File: src/hdl/dod_pkg.sv
// ----------------------------------------------------------------------------
// dod_pkg
// Shared widths, codes and handshake structs of the DOD history tracker.
// ----------------------------------------------------------------------------
`default_nettype none

package dod_pkg;

  localparam int HIST_DEPTH = 50;
  localparam int DOD_W      = 10;
  localparam int SOC_W      = 10;
  localparam int TMR_W      = 12;
  localparam int DIR_W      = 2;
  localparam int CNT_OUT_W  = 6;
  localparam int FILL_W     = $clog2(HIST_DEPTH + 1);
  localparam int IDX_W      = $clog2(HIST_DEPTH);
  localparam int SUM_W      = DOD_W + FILL_W;
  localparam int DIV_CNT_W  = $clog2(SUM_W + 1);
  localparam int CFG_IDX_W  = 3;
  localparam int CFG_DATA_W = 12;
  localparam int FULL_SOC   = 1000;
  localparam int CNT_SAT    = 63;

  localparam logic OP_TICK  = 1'b0;
  localparam logic OP_CLEAR = 1'b1;

  localparam logic [DIR_W-1:0] DIR_IDLE  = 2'd0;
  localparam logic [DIR_W-1:0] DIR_CHG   = 2'd1;
  localparam logic [DIR_W-1:0] DIR_DSG   = 2'd2;

  localparam logic [1:0] STORE_NONE = 2'd0;
  localparam logic [1:0] STORE_ALL  = 2'd1;
  localparam logic [1:0] STORE_NOW  = 2'd2;

  localparam logic [CFG_IDX_W-1:0] CFG_INIT_NOW   = 3'd0;
  localparam logic [CFG_IDX_W-1:0] CFG_INIT_FIRST = 3'd1;
  localparam logic [CFG_IDX_W-1:0] CFG_INIT_MAX   = 3'd2;
  localparam logic [CFG_IDX_W-1:0] CFG_INIT_AVG   = 3'd3;
  localparam logic [CFG_IDX_W-1:0] CFG_HOLD       = 3'd4;
  localparam logic [CFG_IDX_W-1:0] CFG_DROP       = 3'd5;
  localparam logic [CFG_IDX_W-1:0] CFG_LOW        = 3'd6;
  localparam logic [CFG_IDX_W-1:0] CFG_SAVE       = 3'd7;

  typedef struct packed {
    logic              start;
    logic [DOD_W-1:0]  nd;
    logic [FILL_W-1:0] fill;
  } hist_req_t;

  typedef struct packed {
    logic             done;
    logic [DOD_W-1:0] max_dod;
    logic [DOD_W-1:0] avg_dod;
  } hist_rsp_t;

endpackage

`default_nettype wire

File: src/hdl/dod_in_if.sv
// ----------------------------------------------------------------------------
// dod_in_if
// Input channel: one tick or clear item per handshake.
// ----------------------------------------------------------------------------
`default_nettype none

interface dod_in_if import dod_pkg::*; ();
  logic             valid;
  logic             ready;
  logic             opcode;
  logic             init_phase;
  logic [DIR_W-1:0] direction;
  logic [SOC_W-1:0] soc;

  modport source (output valid, output opcode, output init_phase, output direction,
                  output soc, input ready);
  modport sink   (input valid, input opcode, input init_phase, input direction,
                  input soc, output ready);
endinterface

`default_nettype wire

File: src/hdl/dod_out_if.sv
// ----------------------------------------------------------------------------
// dod_out_if
// Result channel: depth statistics and save request for one item.
// ----------------------------------------------------------------------------
`default_nettype none

interface dod_out_if import dod_pkg::*; ();
  logic                 valid;
  logic                 ready;
  logic [DOD_W-1:0]     now_dod;
  logic [DOD_W-1:0]     first_dod;
  logic [DOD_W-1:0]     max_dod;
  logic [DOD_W-1:0]     avg_dod;
  logic [CNT_OUT_W-1:0] history_count;
  logic                 record_created;
  logic [1:0]           store_action;

  modport source (output valid, output now_dod, output first_dod, output max_dod,
                  output avg_dod, output history_count, output record_created,
                  output store_action, input ready);
  modport sink   (input valid, input now_dod, input first_dod, input max_dod,
                  input avg_dod, input history_count, input record_created,
                  input store_action, output ready);
endinterface

`default_nettype wire

File: src/hdl/battery_dod_history_tracker.sv
// ----------------------------------------------------------------------------
// battery_dod_history_tracker
// Depth-of-discharge tracking with a record history and max/average stats.
// ----------------------------------------------------------------------------
// An item that adds no history record is answered in the cycle after it is taken;
// the next item may follow once its result has been taken or is being taken.
// An item that adds a record runs through the history block: the new depth is
// shifted into a ring of history cells, the ring is rotated once around to
// collect max and sum, and a restoring divider produces the average one bit
// per cycle. No item is accepted while that runs. Configuration writes to the
// initial_* registers also load the matching statistic.
`default_nettype none

module battery_dod_history_tracker import dod_pkg::*; (
  input  logic                  clk,
  input  logic                  rst_n,
  dod_in_if.sink                in_ch,
  dod_out_if.source             out_ch,
  input  logic                  cfg_we,
  input  logic [CFG_IDX_W-1:0]  cfg_idx,
  input  logic [CFG_DATA_W-1:0] cfg_data
);

  typedef enum logic [1:0] {
    ST_IDLE = 2'b01,
    ST_WAIT = 2'b10
  } ctl_st_t;

  ctl_st_t st_r;

  logic [TMR_W-1:0] hold_r;
  logic [DOD_W-1:0] drop_r, low_r, step_r;

  logic [DOD_W-1:0]  now_r, now_nxt;
  logic [DOD_W-1:0]  first_r, first_nxt;
  logic [DOD_W-1:0]  max_r, max_nxt;
  logic [DOD_W-1:0]  avg_r, avg_nxt;
  logic              pend_r, pend_nxt;
  logic [TMR_W-1:0]  dtmr_r, dtmr_nxt;
  logic              ctmr_r, ctmr_nxt;
  logic [SOC_W-1:0]  held_r, held_nxt;
  logic [DOD_W-1:0]  saved_r, saved_nxt;
  logic              saved_vld_r, saved_vld_nxt;
  logic [FILL_W-1:0] fill_r, fill_nxt;

  logic                 o_vld_r;
  logic [DOD_W-1:0]     o_now_r, o_first_r, o_max_r, o_avg_r;
  logic [CNT_OUT_W-1:0] o_cnt_r;
  logic                 o_rec_r;
  logic [1:0]           o_store_r;

  logic             accept;
  logic             out_take;
  logic             created;
  logic [1:0]       store;
  logic [DOD_W-1:0] soc_dod;
  logic [DOD_W-1:0] held_dod;
  logic             restart;
  logic [DOD_W-1:0] diff;
  logic [CNT_OUT_W-1:0] cnt_sat;
  hist_req_t        hreq;
  hist_rsp_t        hrsp;

  assign in_ch.ready = (st_r == ST_IDLE) && (!o_vld_r || out_ch.ready);
  assign accept      = in_ch.valid && in_ch.ready;
  assign out_take    = o_vld_r && out_ch.ready;

  assign soc_dod  = (in_ch.soc <= SOC_W'(FULL_SOC)) ? DOD_W'(SOC_W'(FULL_SOC) - in_ch.soc) : '0;
  assign held_dod = (held_r <= SOC_W'(FULL_SOC)) ? DOD_W'(SOC_W'(FULL_SOC) - held_r) : '0;
  assign restart  = ({1'b0, in_ch.soc} + {1'b0, drop_r} <= {1'b0, held_r})
                    || (in_ch.soc < low_r);

  always_comb begin
    now_nxt       = now_r;
    first_nxt     = first_r;
    max_nxt       = max_r;
    avg_nxt       = avg_r;
    pend_nxt      = pend_r;
    dtmr_nxt      = dtmr_r;
    ctmr_nxt      = ctmr_r;
    held_nxt      = held_r;
    saved_nxt     = saved_r;
    saved_vld_nxt = saved_vld_r;
    fill_nxt      = fill_r;
    created       = 1'b0;
    store         = STORE_NONE;
    diff          = '0;
    if (in_ch.opcode == OP_CLEAR) begin
      now_nxt   = '0;
      first_nxt = '0;
      max_nxt   = '0;
      avg_nxt   = '0;
      fill_nxt  = '0;
      store     = STORE_ALL;
    end else if (in_ch.init_phase) begin
      ctmr_nxt = 1'b0;
      dtmr_nxt = '0;
      held_nxt = in_ch.soc;
    end else begin
      if (in_ch.direction == DIR_DSG) begin
        if (soc_dod > now_r) begin
          dtmr_nxt = '0;
          pend_nxt = 1'b1;
          now_nxt  = soc_dod;
          if (first_r > soc_dod) first_nxt = soc_dod;
        end else if (dtmr_r >= hold_r) begin
          // discharge restarted after a long hold
          if (restart) begin
            dtmr_nxt  = '0;
            pend_nxt  = 1'b1;
            first_nxt = held_dod;
            now_nxt   = soc_dod;
          end
        end else begin
          dtmr_nxt = dtmr_r + TMR_W'(1);
        end
        ctmr_nxt = 1'b0;
      end else begin
        if (soc_dod > now_r) begin
          pend_nxt = 1'b1;
          now_nxt  = soc_dod;
        end
        if ((in_ch.direction == DIR_CHG) && pend_nxt && saved_vld_r) begin
          if (ctmr_r) begin
            created  = 1'b1;
            ctmr_nxt = 1'b0;
            pend_nxt = 1'b0;
            fill_nxt = (int'(fill_r) < HIST_DEPTH) ? fill_r + FILL_W'(1)
                                                   : FILL_W'(HIST_DEPTH);
          end else begin
            ctmr_nxt = 1'b1;
          end
        end else begin
          ctmr_nxt = 1'b0;
        end
        if (in_ch.direction == DIR_CHG) begin
          dtmr_nxt = '0;
          held_nxt = in_ch.soc;
        end
      end
      diff = (now_nxt >= saved_r) ? now_nxt - saved_r : saved_r - now_nxt;
      if (!saved_vld_r) begin
        pend_nxt      = 1'b1;
        saved_nxt     = now_nxt;
        saved_vld_nxt = 1'b1;
      end else if (created) begin
        store     = STORE_ALL;
        saved_nxt = now_nxt;
      end else if ((diff >= step_r) ||
                   ((diff != '0) && (in_ch.direction != DIR_DSG))) begin
        store     = STORE_NOW;
        saved_nxt = now_nxt;
      end
    end
  end

  assign cnt_sat = (int'(fill_nxt) > CNT_SAT) ? CNT_OUT_W'(CNT_SAT) : CNT_OUT_W'(fill_nxt);

  assign hreq.start = accept && created;
  assign hreq.nd    = now_nxt;
  assign hreq.fill  = fill_nxt;

  dod_history u_hist (
    .clk   (clk),
    .rst_n (rst_n),
    .req   (hreq),
    .rsp   (hrsp)
  );

  // control and tracked state
  always_ff @(posedge clk) begin
    if (!rst_n) begin
      st_r        <= ST_IDLE;
      o_vld_r     <= 1'b0;
      hold_r      <= TMR_W'(180);
      drop_r      <= DOD_W'(50);
      low_r       <= DOD_W'(30);
      step_r      <= DOD_W'(50);
      now_r       <= '0;
      first_r     <= '0;
      max_r       <= '0;
      avg_r       <= '0;
      pend_r      <= 1'b0;
      dtmr_r      <= '0;
      ctmr_r      <= 1'b0;
      held_r      <= '0;
      saved_vld_r <= 1'b0;
      fill_r      <= '0;
    end else begin
      if (accept) begin
        now_r       <= now_nxt;
        first_r     <= first_nxt;
        max_r       <= max_nxt;
        avg_r       <= avg_nxt;
        pend_r      <= pend_nxt;
        dtmr_r      <= dtmr_nxt;
        ctmr_r      <= ctmr_nxt;
        held_r      <= held_nxt;
        saved_vld_r <= saved_vld_nxt;
        fill_r      <= fill_nxt;
        o_vld_r     <= !created;
        st_r        <= created ? ST_WAIT : ST_IDLE;
      end else if (out_take) begin
        o_vld_r <= 1'b0;
      end
      if ((st_r == ST_WAIT) && hrsp.done) begin
        max_r   <= hrsp.max_dod;
        avg_r   <= hrsp.avg_dod;
        o_vld_r <= 1'b1;
        st_r    <= ST_IDLE;
      end
      if (cfg_we) begin
        case (cfg_idx)
          CFG_INIT_NOW:   now_r   <= cfg_data[DOD_W-1:0];
          CFG_INIT_FIRST: first_r <= cfg_data[DOD_W-1:0];
          CFG_INIT_MAX:   max_r   <= cfg_data[DOD_W-1:0];
          CFG_INIT_AVG:   avg_r   <= cfg_data[DOD_W-1:0];
          CFG_HOLD:       hold_r  <= cfg_data[TMR_W-1:0];
          CFG_DROP:       drop_r  <= cfg_data[DOD_W-1:0];
          CFG_LOW:        low_r   <= cfg_data[DOD_W-1:0];
          CFG_SAVE:       step_r  <= cfg_data[DOD_W-1:0];
          default:        step_r  <= step_r;
        endcase
      end
    end
  end

  // result payload
  always_ff @(posedge clk) begin
    if (accept) begin
      saved_r   <= saved_nxt;
      o_now_r   <= now_nxt;
      o_first_r <= first_nxt;
      o_max_r   <= max_nxt;
      o_avg_r   <= avg_nxt;
      o_cnt_r   <= cnt_sat;
      o_rec_r   <= created;
      o_store_r <= store;
    end
    if ((st_r == ST_WAIT) && hrsp.done) begin
      o_max_r <= hrsp.max_dod;
      o_avg_r <= hrsp.avg_dod;
    end
  end

  assign out_ch.valid          = o_vld_r;
  assign out_ch.now_dod        = o_now_r;
  assign out_ch.first_dod      = o_first_r;
  assign out_ch.max_dod        = o_max_r;
  assign out_ch.avg_dod        = o_avg_r;
  assign out_ch.history_count  = o_cnt_r;
  assign out_ch.record_created = o_rec_r;
  assign out_ch.store_action   = o_store_r;

endmodule

`default_nettype wire

File: src/hdl/dod_hist_cell.sv
// ----------------------------------------------------------------------------
// dod_hist_cell
// One history slot; takes its neighbor's value when the chain shifts.
// ----------------------------------------------------------------------------
`default_nettype none

module dod_hist_cell import dod_pkg::*; (
  input  logic             clk,
  input  logic             shift_en,
  input  logic [DOD_W-1:0] d_in,
  output logic [DOD_W-1:0] q
);

  logic [DOD_W-1:0] val_r;

  always_ff @(posedge clk) begin
    if (shift_en) begin
      val_r <= d_in;
    end
  end

  assign q = val_r;

endmodule

`default_nettype wire

File: src/hdl/dod_divider.sv
// ----------------------------------------------------------------------------
// dod_divider
// Restoring divider, one quotient bit per cycle, for the history average.
// ----------------------------------------------------------------------------
`default_nettype none

module dod_divider import dod_pkg::*; (
  input  logic              clk,
  input  logic              rst_n,
  input  logic              start,
  input  logic [SUM_W-1:0]  dividend,
  input  logic [FILL_W-1:0] divisor,
  output logic              done,
  output logic [SUM_W-1:0]  quotient
);

  logic                 busy_r;
  logic                 done_r;
  logic [DIV_CNT_W-1:0] cnt_r;
  logic [FILL_W-1:0]    rem_r;
  logic [FILL_W-1:0]    dvs_r;
  logic [SUM_W-1:0]     quo_r;
  logic [FILL_W:0]      trial;
  logic                 fits;

  assign trial = {rem_r, quo_r[SUM_W-1]};
  assign fits  = (trial >= {1'b0, dvs_r});

  always_ff @(posedge clk) begin
    if (!rst_n) begin
      busy_r <= 1'b0;
      done_r <= 1'b0;
      cnt_r  <= '0;
    end else begin
      done_r <= busy_r && (cnt_r == DIV_CNT_W'(1));
      if (start) begin
        busy_r <= 1'b1;
        cnt_r  <= DIV_CNT_W'(SUM_W);
      end else if (busy_r) begin
        cnt_r <= cnt_r - DIV_CNT_W'(1);
        if (cnt_r == DIV_CNT_W'(1)) begin
          busy_r <= 1'b0;
        end
      end
    end
  end

  always_ff @(posedge clk) begin
    if (start) begin
      quo_r <= dividend;
      rem_r <= '0;
      dvs_r <= divisor;
    end else if (busy_r) begin
      // shift in the next dividend bit, subtract when the divisor fits
      quo_r <= {quo_r[SUM_W-2:0], fits};
      rem_r <= fits ? FILL_W'(trial - {1'b0, dvs_r}) : trial[FILL_W-1:0];
    end
  end

  assign done     = done_r;
  assign quotient = quo_r;

endmodule

`default_nettype wire

File: src/hdl/dod_history.sv
// ----------------------------------------------------------------------------
// dod_history
// Ring of history cells: insert the newest depth, rotate the ring once
// around to gather max and sum over the valid records, then divide.
// ----------------------------------------------------------------------------
`default_nettype none

module dod_history import dod_pkg::*; (
  input  logic      clk,
  input  logic      rst_n,
  input  hist_req_t req,
  output hist_rsp_t rsp
);

  typedef enum logic [2:0] {
    H_IDLE = 3'b001,
    H_SCAN = 3'b010,
    H_DIV  = 3'b100
  } hist_st_t;

  hist_st_t          st_r, st_nxt;
  logic [IDX_W-1:0]  k_r;
  logic [FILL_W-1:0] fill_r;
  logic [DOD_W-1:0]  max_r, max_nxt;
  logic [SUM_W-1:0]  sum_r, sum_nxt;
  logic [DOD_W-1:0]  cell_q [HIST_DEPTH];
  logic [DOD_W-1:0]  cell_d [HIST_DEPTH];
  logic              shift_en;
  logic              scan_last;
  logic              take;
  logic              div_start;
  logic              div_done;
  logic [SUM_W-1:0]  div_quo;

  assign shift_en  = ((st_r == H_IDLE) && req.start) || (st_r == H_SCAN);
  assign cell_d[0] = (st_r == H_IDLE) ? req.nd : cell_q[HIST_DEPTH-1];

  genvar gi;
  generate
    for (gi = 1; gi < HIST_DEPTH; gi++) begin : g_link
      assign cell_d[gi] = cell_q[gi-1];
    end
    for (gi = 0; gi < HIST_DEPTH; gi++) begin : g_cell
      dod_hist_cell u_cell (
        .clk      (clk),
        .shift_en (shift_en),
        .d_in     (cell_d[gi]),
        .q        (cell_q[gi])
      );
    end
  endgenerate

  // the tail shows record HIST_DEPTH-1-k on scan step k
  assign take      = (HIST_DEPTH - 1 - int'(k_r)) < int'(fill_r);
  assign scan_last = (k_r == IDX_W'(HIST_DEPTH - 1));
  assign max_nxt   = (take && (cell_q[HIST_DEPTH-1] > max_r)) ? cell_q[HIST_DEPTH-1] : max_r;
  assign sum_nxt   = take ? sum_r + SUM_W'(cell_q[HIST_DEPTH-1]) : sum_r;
  assign div_start = (st_r == H_SCAN) && scan_last;

  always_comb begin
    st_nxt = st_r;
    case (st_r)
      H_IDLE: if (req.start) st_nxt = H_SCAN;
      H_SCAN: if (scan_last) st_nxt = H_DIV;
      H_DIV:  if (div_done) st_nxt = H_IDLE;
      default: st_nxt = H_IDLE;
    endcase
  end

  always_ff @(posedge clk) begin
    if (!rst_n) begin
      st_r <= H_IDLE;
    end else begin
      st_r <= st_nxt;
    end
  end

  always_ff @(posedge clk) begin
    if ((st_r == H_IDLE) && req.start) begin
      k_r    <= '0;
      fill_r <= req.fill;
      max_r  <= '0;
      sum_r  <= '0;
    end else if (st_r == H_SCAN) begin
      k_r   <= k_r + IDX_W'(1);
      max_r <= max_nxt;
      sum_r <= sum_nxt;
    end
  end

  dod_divider u_div (
    .clk      (clk),
    .rst_n    (rst_n),
    .start    (div_start),
    .dividend (sum_nxt),
    .divisor  (fill_r),
    .done     (div_done),
    .quotient (div_quo)
  );

  assign rsp.done    = (st_r == H_DIV) && div_done;
  assign rsp.max_dod = max_r;
  assign rsp.avg_dod = div_quo[DOD_W-1:0];

endmodule

`default_nettype wire

File: src/flat_wrapper.sv
// flat-port wrapper written by rule: the top's interface ports become plain ports
module battery_dod_history_tracker_flat import dod_pkg::*;
  (clk, rst_n, cfg_we, cfg_idx, cfg_data, in_ch_valid, in_ch_opcode, in_ch_init_phase, in_ch_direction, in_ch_soc, in_ch_ready, out_ch_valid, out_ch_now_dod, out_ch_first_dod, out_ch_max_dod, out_ch_avg_dod, out_ch_history_count, out_ch_record_created, out_ch_store_action, out_ch_ready);
  dod_in_if in_ch_i ();
  dod_out_if out_ch_i ();
  input  logic clk;
  input  logic rst_n;
  input  logic cfg_we;
  input  logic [CFG_IDX_W-1:0] cfg_idx;
  input  logic [CFG_DATA_W-1:0] cfg_data;
  input wire logic [$bits(in_ch_i.valid)-1:0] in_ch_valid;
  input wire logic [$bits(in_ch_i.opcode)-1:0] in_ch_opcode;
  input wire logic [$bits(in_ch_i.init_phase)-1:0] in_ch_init_phase;
  input wire logic [$bits(in_ch_i.direction)-1:0] in_ch_direction;
  input wire logic [$bits(in_ch_i.soc)-1:0] in_ch_soc;
  output wire logic [$bits(in_ch_i.ready)-1:0] in_ch_ready;
  output wire logic [$bits(out_ch_i.valid)-1:0] out_ch_valid;
  output wire logic [$bits(out_ch_i.now_dod)-1:0] out_ch_now_dod;
  output wire logic [$bits(out_ch_i.first_dod)-1:0] out_ch_first_dod;
  output wire logic [$bits(out_ch_i.max_dod)-1:0] out_ch_max_dod;
  output wire logic [$bits(out_ch_i.avg_dod)-1:0] out_ch_avg_dod;
  output wire logic [$bits(out_ch_i.history_count)-1:0] out_ch_history_count;
  output wire logic [$bits(out_ch_i.record_created)-1:0] out_ch_record_created;
  output wire logic [$bits(out_ch_i.store_action)-1:0] out_ch_store_action;
  input wire logic [$bits(out_ch_i.ready)-1:0] out_ch_ready;
  assign in_ch_i.valid = in_ch_valid;
  assign in_ch_i.opcode = in_ch_opcode;
  assign in_ch_i.init_phase = in_ch_init_phase;
  assign in_ch_i.direction = in_ch_direction;
  assign in_ch_i.soc = in_ch_soc;
  assign in_ch_ready = in_ch_i.ready;
  assign out_ch_valid = out_ch_i.valid;
  assign out_ch_now_dod = out_ch_i.now_dod;
  assign out_ch_first_dod = out_ch_i.first_dod;
  assign out_ch_max_dod = out_ch_i.max_dod;
  assign out_ch_avg_dod = out_ch_i.avg_dod;
  assign out_ch_history_count = out_ch_i.history_count;
  assign out_ch_record_created = out_ch_i.record_created;
  assign out_ch_store_action = out_ch_i.store_action;
  assign out_ch_i.ready = out_ch_ready;
  battery_dod_history_tracker u_core (.clk(clk), .rst_n(rst_n), .in_ch(in_ch_i), .out_ch(out_ch_i), .cfg_we(cfg_we), .cfg_idx(cfg_idx), .cfg_data(cfg_data));
endmodule
File: config.mk
export PLATFORM = sky130hd
export DESIGN_NAME = battery_dod_history_tracker_flat
export DESIGN_NICKNAME = d
export VERILOG_FILES = /design/src/hdl/dod_pkg.sv /design/src/hdl/dod_in_if.sv /design/src/hdl/dod_out_if.sv /design/src/hdl/battery_dod_history_tracker.sv /design/src/hdl/dod_hist_cell.sv /design/src/hdl/dod_divider.sv /design/src/hdl/dod_history.sv /design/src/flat_wrapper.sv
export SDC_FILE = /design/constraint.sdc
export NUM_CORES = 1
export LEC_CHECK = 0
export ABC_AREA = 1
export ABC_CLOCK_PERIOD_IN_PS = 32100
export BUFFER_PORTS_ARGS = -buffer_cell sky130_fd_sc_hd__clkbuf_2
export CAP_MARGIN = 10
export CORE_UTILIZATION = 40
export CTS_CLUSTER_DIAMETER = 60
export DETAILED_ROUTE_END_ITERATION = 12
export PLACE_DENSITY = 0.52
export SETUP_SLACK_MARGIN = 0.2
export SYNTH_ARGS = -nofsm -noshare
export SYNTH_HDL_FRONTEND = slang
export SYNTH_SLANG_ARGS = --single-unit
File: constraint.sdc
create_clock -name clk -period 32.1 [get_ports clk]
set_clock_uncertainty 0.05 [all_clocks]
set_input_delay 6.42 -clock clk [delete_from_list [all_inputs] [get_ports clk]]
set_output_delay 6.42 -clock clk [all_outputs]
set_load 0.01 [all_outputs]
==> flow_metrics.tcl <==
set metrics [dict create \
    drc 0 \
    ctsHtreeMaxLevel 3 \
    path_max_fanout 2 \
    wl_um 67600 \
    met1Wirelength_um 32300 \
    crit_type "in2out" \
    grt_setup_unrepaired "no" \
    route.vias.total 19100 \
    syn_area_sq_um 30600 \
    cts_setup_buffers 0 \
    rows 101 \
    drt_iter0_drc 1506 \
    multi_input_area_sq_um 8220 \
    cts_hold_buf 0 \
    cts_tree "yes" \
    crit_arrival_ps 6890 \
    whs_path_depth 0 \
    cts_sinks 751 \
    setup_violations 0 \
    clk_pin_slew_worst_paths_ps 60 \
    grt_max_degree 87 \
    syn2layout_area_growth_pct 13.5 \
    core_sq_um 75800 \
    vias_per_cell 5.11 \
    hold-path-endpoint "u_core.u_hist.g_cell[3].u_cell.q[5]" \
    timing.fmax_mhz 74.9 \
    gp_congestion 0.866 \
    report.final.slew_viol_count 0 \
    hold_start "u_core.u_hist.g_cell[2].u_cell.q[5]" \
    r2r_slack_ps 24980 \
    slew_headroom 0.270 \
    worst_setup_path_start_kind "input pin" \
    insertion_delay_ps 640 \
    tightest_slew_ps 1090 \
    cts_resized 0 \
    fillers 6827 \
    timing.rr.start "u_core.drop_r[2]" \
    grt_pass1_wl_um 105000 \
    clock_path_buffers 3 \
    syn_inst 2575 \
    grt_antenna_before_repair 1 \
    hpwlAfterDp_um 44400 \
    min_period_ps 13360 \
    fin_ws_ps 18740 \
    ioPinCount 85 \
    drive_above_1_share 0.0977 \
    hold_path_class "reg2reg" \
    cp-end-kind "output pin" \
    dr_wl_met3_um 4120 \
    ir_drop_uv 42.2 \
    r2r_end "u_core.saved_r[4]" \
    die_area_sq_um 77600 \
    grt_pass1_vias 18300 \
    period_share 0.416 \
    status "finished, final reports clean" \
    routed.top_layer "met4" \
    die_w_um 279 \
    seq_area_sq_um 20900 \
    worstPathRequired_ps 25630 \
    numCtsBuffers 84 \
    yosysWarnings 0 \
    hold_violations 0 \
    overflow 0 \
    cap_violations 0 \
    worstRegToRegCells 40 \
    yosysSeqAreaShare 0.683 \
    final_common_cell "edfxtp_1" \
    p_per_area_nw_per_um2 63.7 \
    wl_met2_um 28900 \
    start_util 0.403 \
    synth_edf_count 587 \
    ys_ff_latch 751 \
    setup-tns-final_ps 0 \
    synth.avg_cell_area_sq_um 11.9 \
    p_leak_nw 13.3 \
    wl_per_cell_um 18.1 \
    syn-num-nets 2745 \
    dr.pass1.iters 5 \
    die_h_um 279 \
    grt_use_total 0.174 \
    drtAntennaViolNets 0 \
    dp_slack_ps 18450 \
    synth_flop_cell "edfxtp_1" \
    yosysUniqueCellTypes 54 \
    io_buffers 84 \
    synthArstFlopShare 0 \
    nets 2854 \
    final_cell_mix "587 x edfxtp_1, 389 x nand2_1, 297 x inv_1" \
    clockRootBuffer "clkbuf_16" \
]
-- report_power, final --
part           leakage [nW]  switching [mW]  internal, mW
Sequential             6.66          0.0124          1.06
Combinational          5.31           0.151        0.0746
Clock                  1.29           0.396         0.518
-- layer usage --
metal | global-route usage | vias to the layer above
li1 | - | 9241
met1 | 0.251 | 9192
met2 | 0.257 | 520
met3 | 0.0332 | 110
met4 | 0.0740 | 0
met5 | 0 | -
-- flip-flops by register name, indices dropped and copies added, names as in the netlist, 10 cells and up --
name,cells
u_core.u_hist.g_cell.u_cell.q,500
u_core.u_hist.sum_r,16
u_core.u_hist.u_div.quotient,16
u_core.dtmr_r,12
u_core.hold_r,12
u_core.avg_r,10
u_core.drop_r,10
u_core.first_r,10
u_core.held_r,10
u_core.low_r,10
u_core.max_r,10
u_core.now_r,10
u_core.out_ch.avg_dod,10
u_core.out_ch.first_dod,10
u_core.out_ch.max_dod,10
u_core.out_ch.now_dod,10
u_core.saved_r,10
u_core.step_r,10
u_core.u_hist.max_r,10
-- kinds of logic (layout without fill, tap and decap cells) --
| logic type | Yosys count | in the layout | share of synthesized area |
|---|---|---|---|
| DFF | 751 | 751 | 0.683 |
| and+or+nand+nor | 737 | 737 | 0.104 |
| AOI/OAI and AO/OA | 515 | 515 | 0.0923 |
| buffers and inverters | 385 | 563 | 0.0483 |
| adders and majority gates | 136 | 136 | 0.0568 |
| xor gates and xnor gates | 48 | 48 | 0.0137 |
| muxes | 3 | 3 | 0.00106 |
| other | 0 | 1 | 0 |
-- cell usage after synthesis, types with 5 or more instances --
library cell  number  share of area
inv_1            298          0.037
buf_1              7        0.00086
nor2_1           135          0.017
o21bai_1           7         0.0017
nor3_1            29         0.0047
a21oi_1          205          0.034
clkbuf_1          55         0.0067
o21a_1             6         0.0015
nand4_1           20         0.0041
dfxtp_1          164           0.11
o21ai_1           14         0.0023
xnor2_1           14         0.0040
fa_1               5         0.0033
inv_2              7        0.00086
nand3_1          121          0.020
edfxtp_1         587           0.58
clkinv_1           5        0.00061
nand2_1          390          0.048
o2111ai_1          5         0.0014
or2_2             11         0.0022
buf_2              8         0.0013
nand2_2            5         0.0010
ha_1             131          0.054
o21ai_0          193          0.032
xor2_1            34         0.0097
a21oi_2            5         0.0014
a31oi_1           33         0.0067
o211ai_1          23         0.0056
-- critical path, cell delays in order --
cell and delay (ps):
clkbuf_2 80, nor2_1 60, nor3_2 170, clkbuf_2 170
-- per-stage QoR --
stage / hold slack (ps) / std cells / total power, mW / instance area (sq um) / util
finish: 337 / 3732 / 2.21 / 34700 / 0.458
global route: 344 / 3731 / 2.31 / 34700 / 0.458
CTS: 341 / 3731 / 2.24 / 34700 / 0.458
detailed placement: 355 / 3576 / 1.31 / 32000 / 0.423
global placement: 350 / 3576 / 1.31 / 32000 / 0.423
floorplan: 350 / 2575 / 1.25 / 30600 / -
-- worst max path at each step --
| stage | start | end | slack (ps) | depth (start not counted) |
|---|---|---|---|---|
| 2_1_floorplan | in_ch_soc[1] | u_core.u_hist.g_cell[0].u_cell.q[0] | 11500 | 22 |
| 3_3_place_gp | in_ch_soc[1] | u_core.u_hist.g_cell[13].u_cell.q[7] | 18680 | 27 |
| 3_5_place_dp | in_ch_soc[0] | u_core.u_hist.g_cell[16].u_cell.q[0] | 18450 | 27 |
| 4_1_cts | out_ch_ready | in_ch_ready | 18730 | 4 |
| 5_1_grt | in_ch_soc[0] | u_core.u_hist.g_cell[17].u_cell.q[8] | 18520 | 27 |
| 6_report | out_ch_ready | in_ch_ready | 18740 | 4 |
-- area by class of cell --
type	instances	area share
Antenna cell	1	0.0000721
Inverter	310	0.0335
Clock inverter	49	0.0125
Multi-Input combinational cell	1439	0.237
Clock buffer	106	0.0644
Tap cell	978	0.0352
Timing Repair Buffer	98	0.0151
Sequential cell	751	0.602
Note: power is estimated with default switching activity, not from simulation.
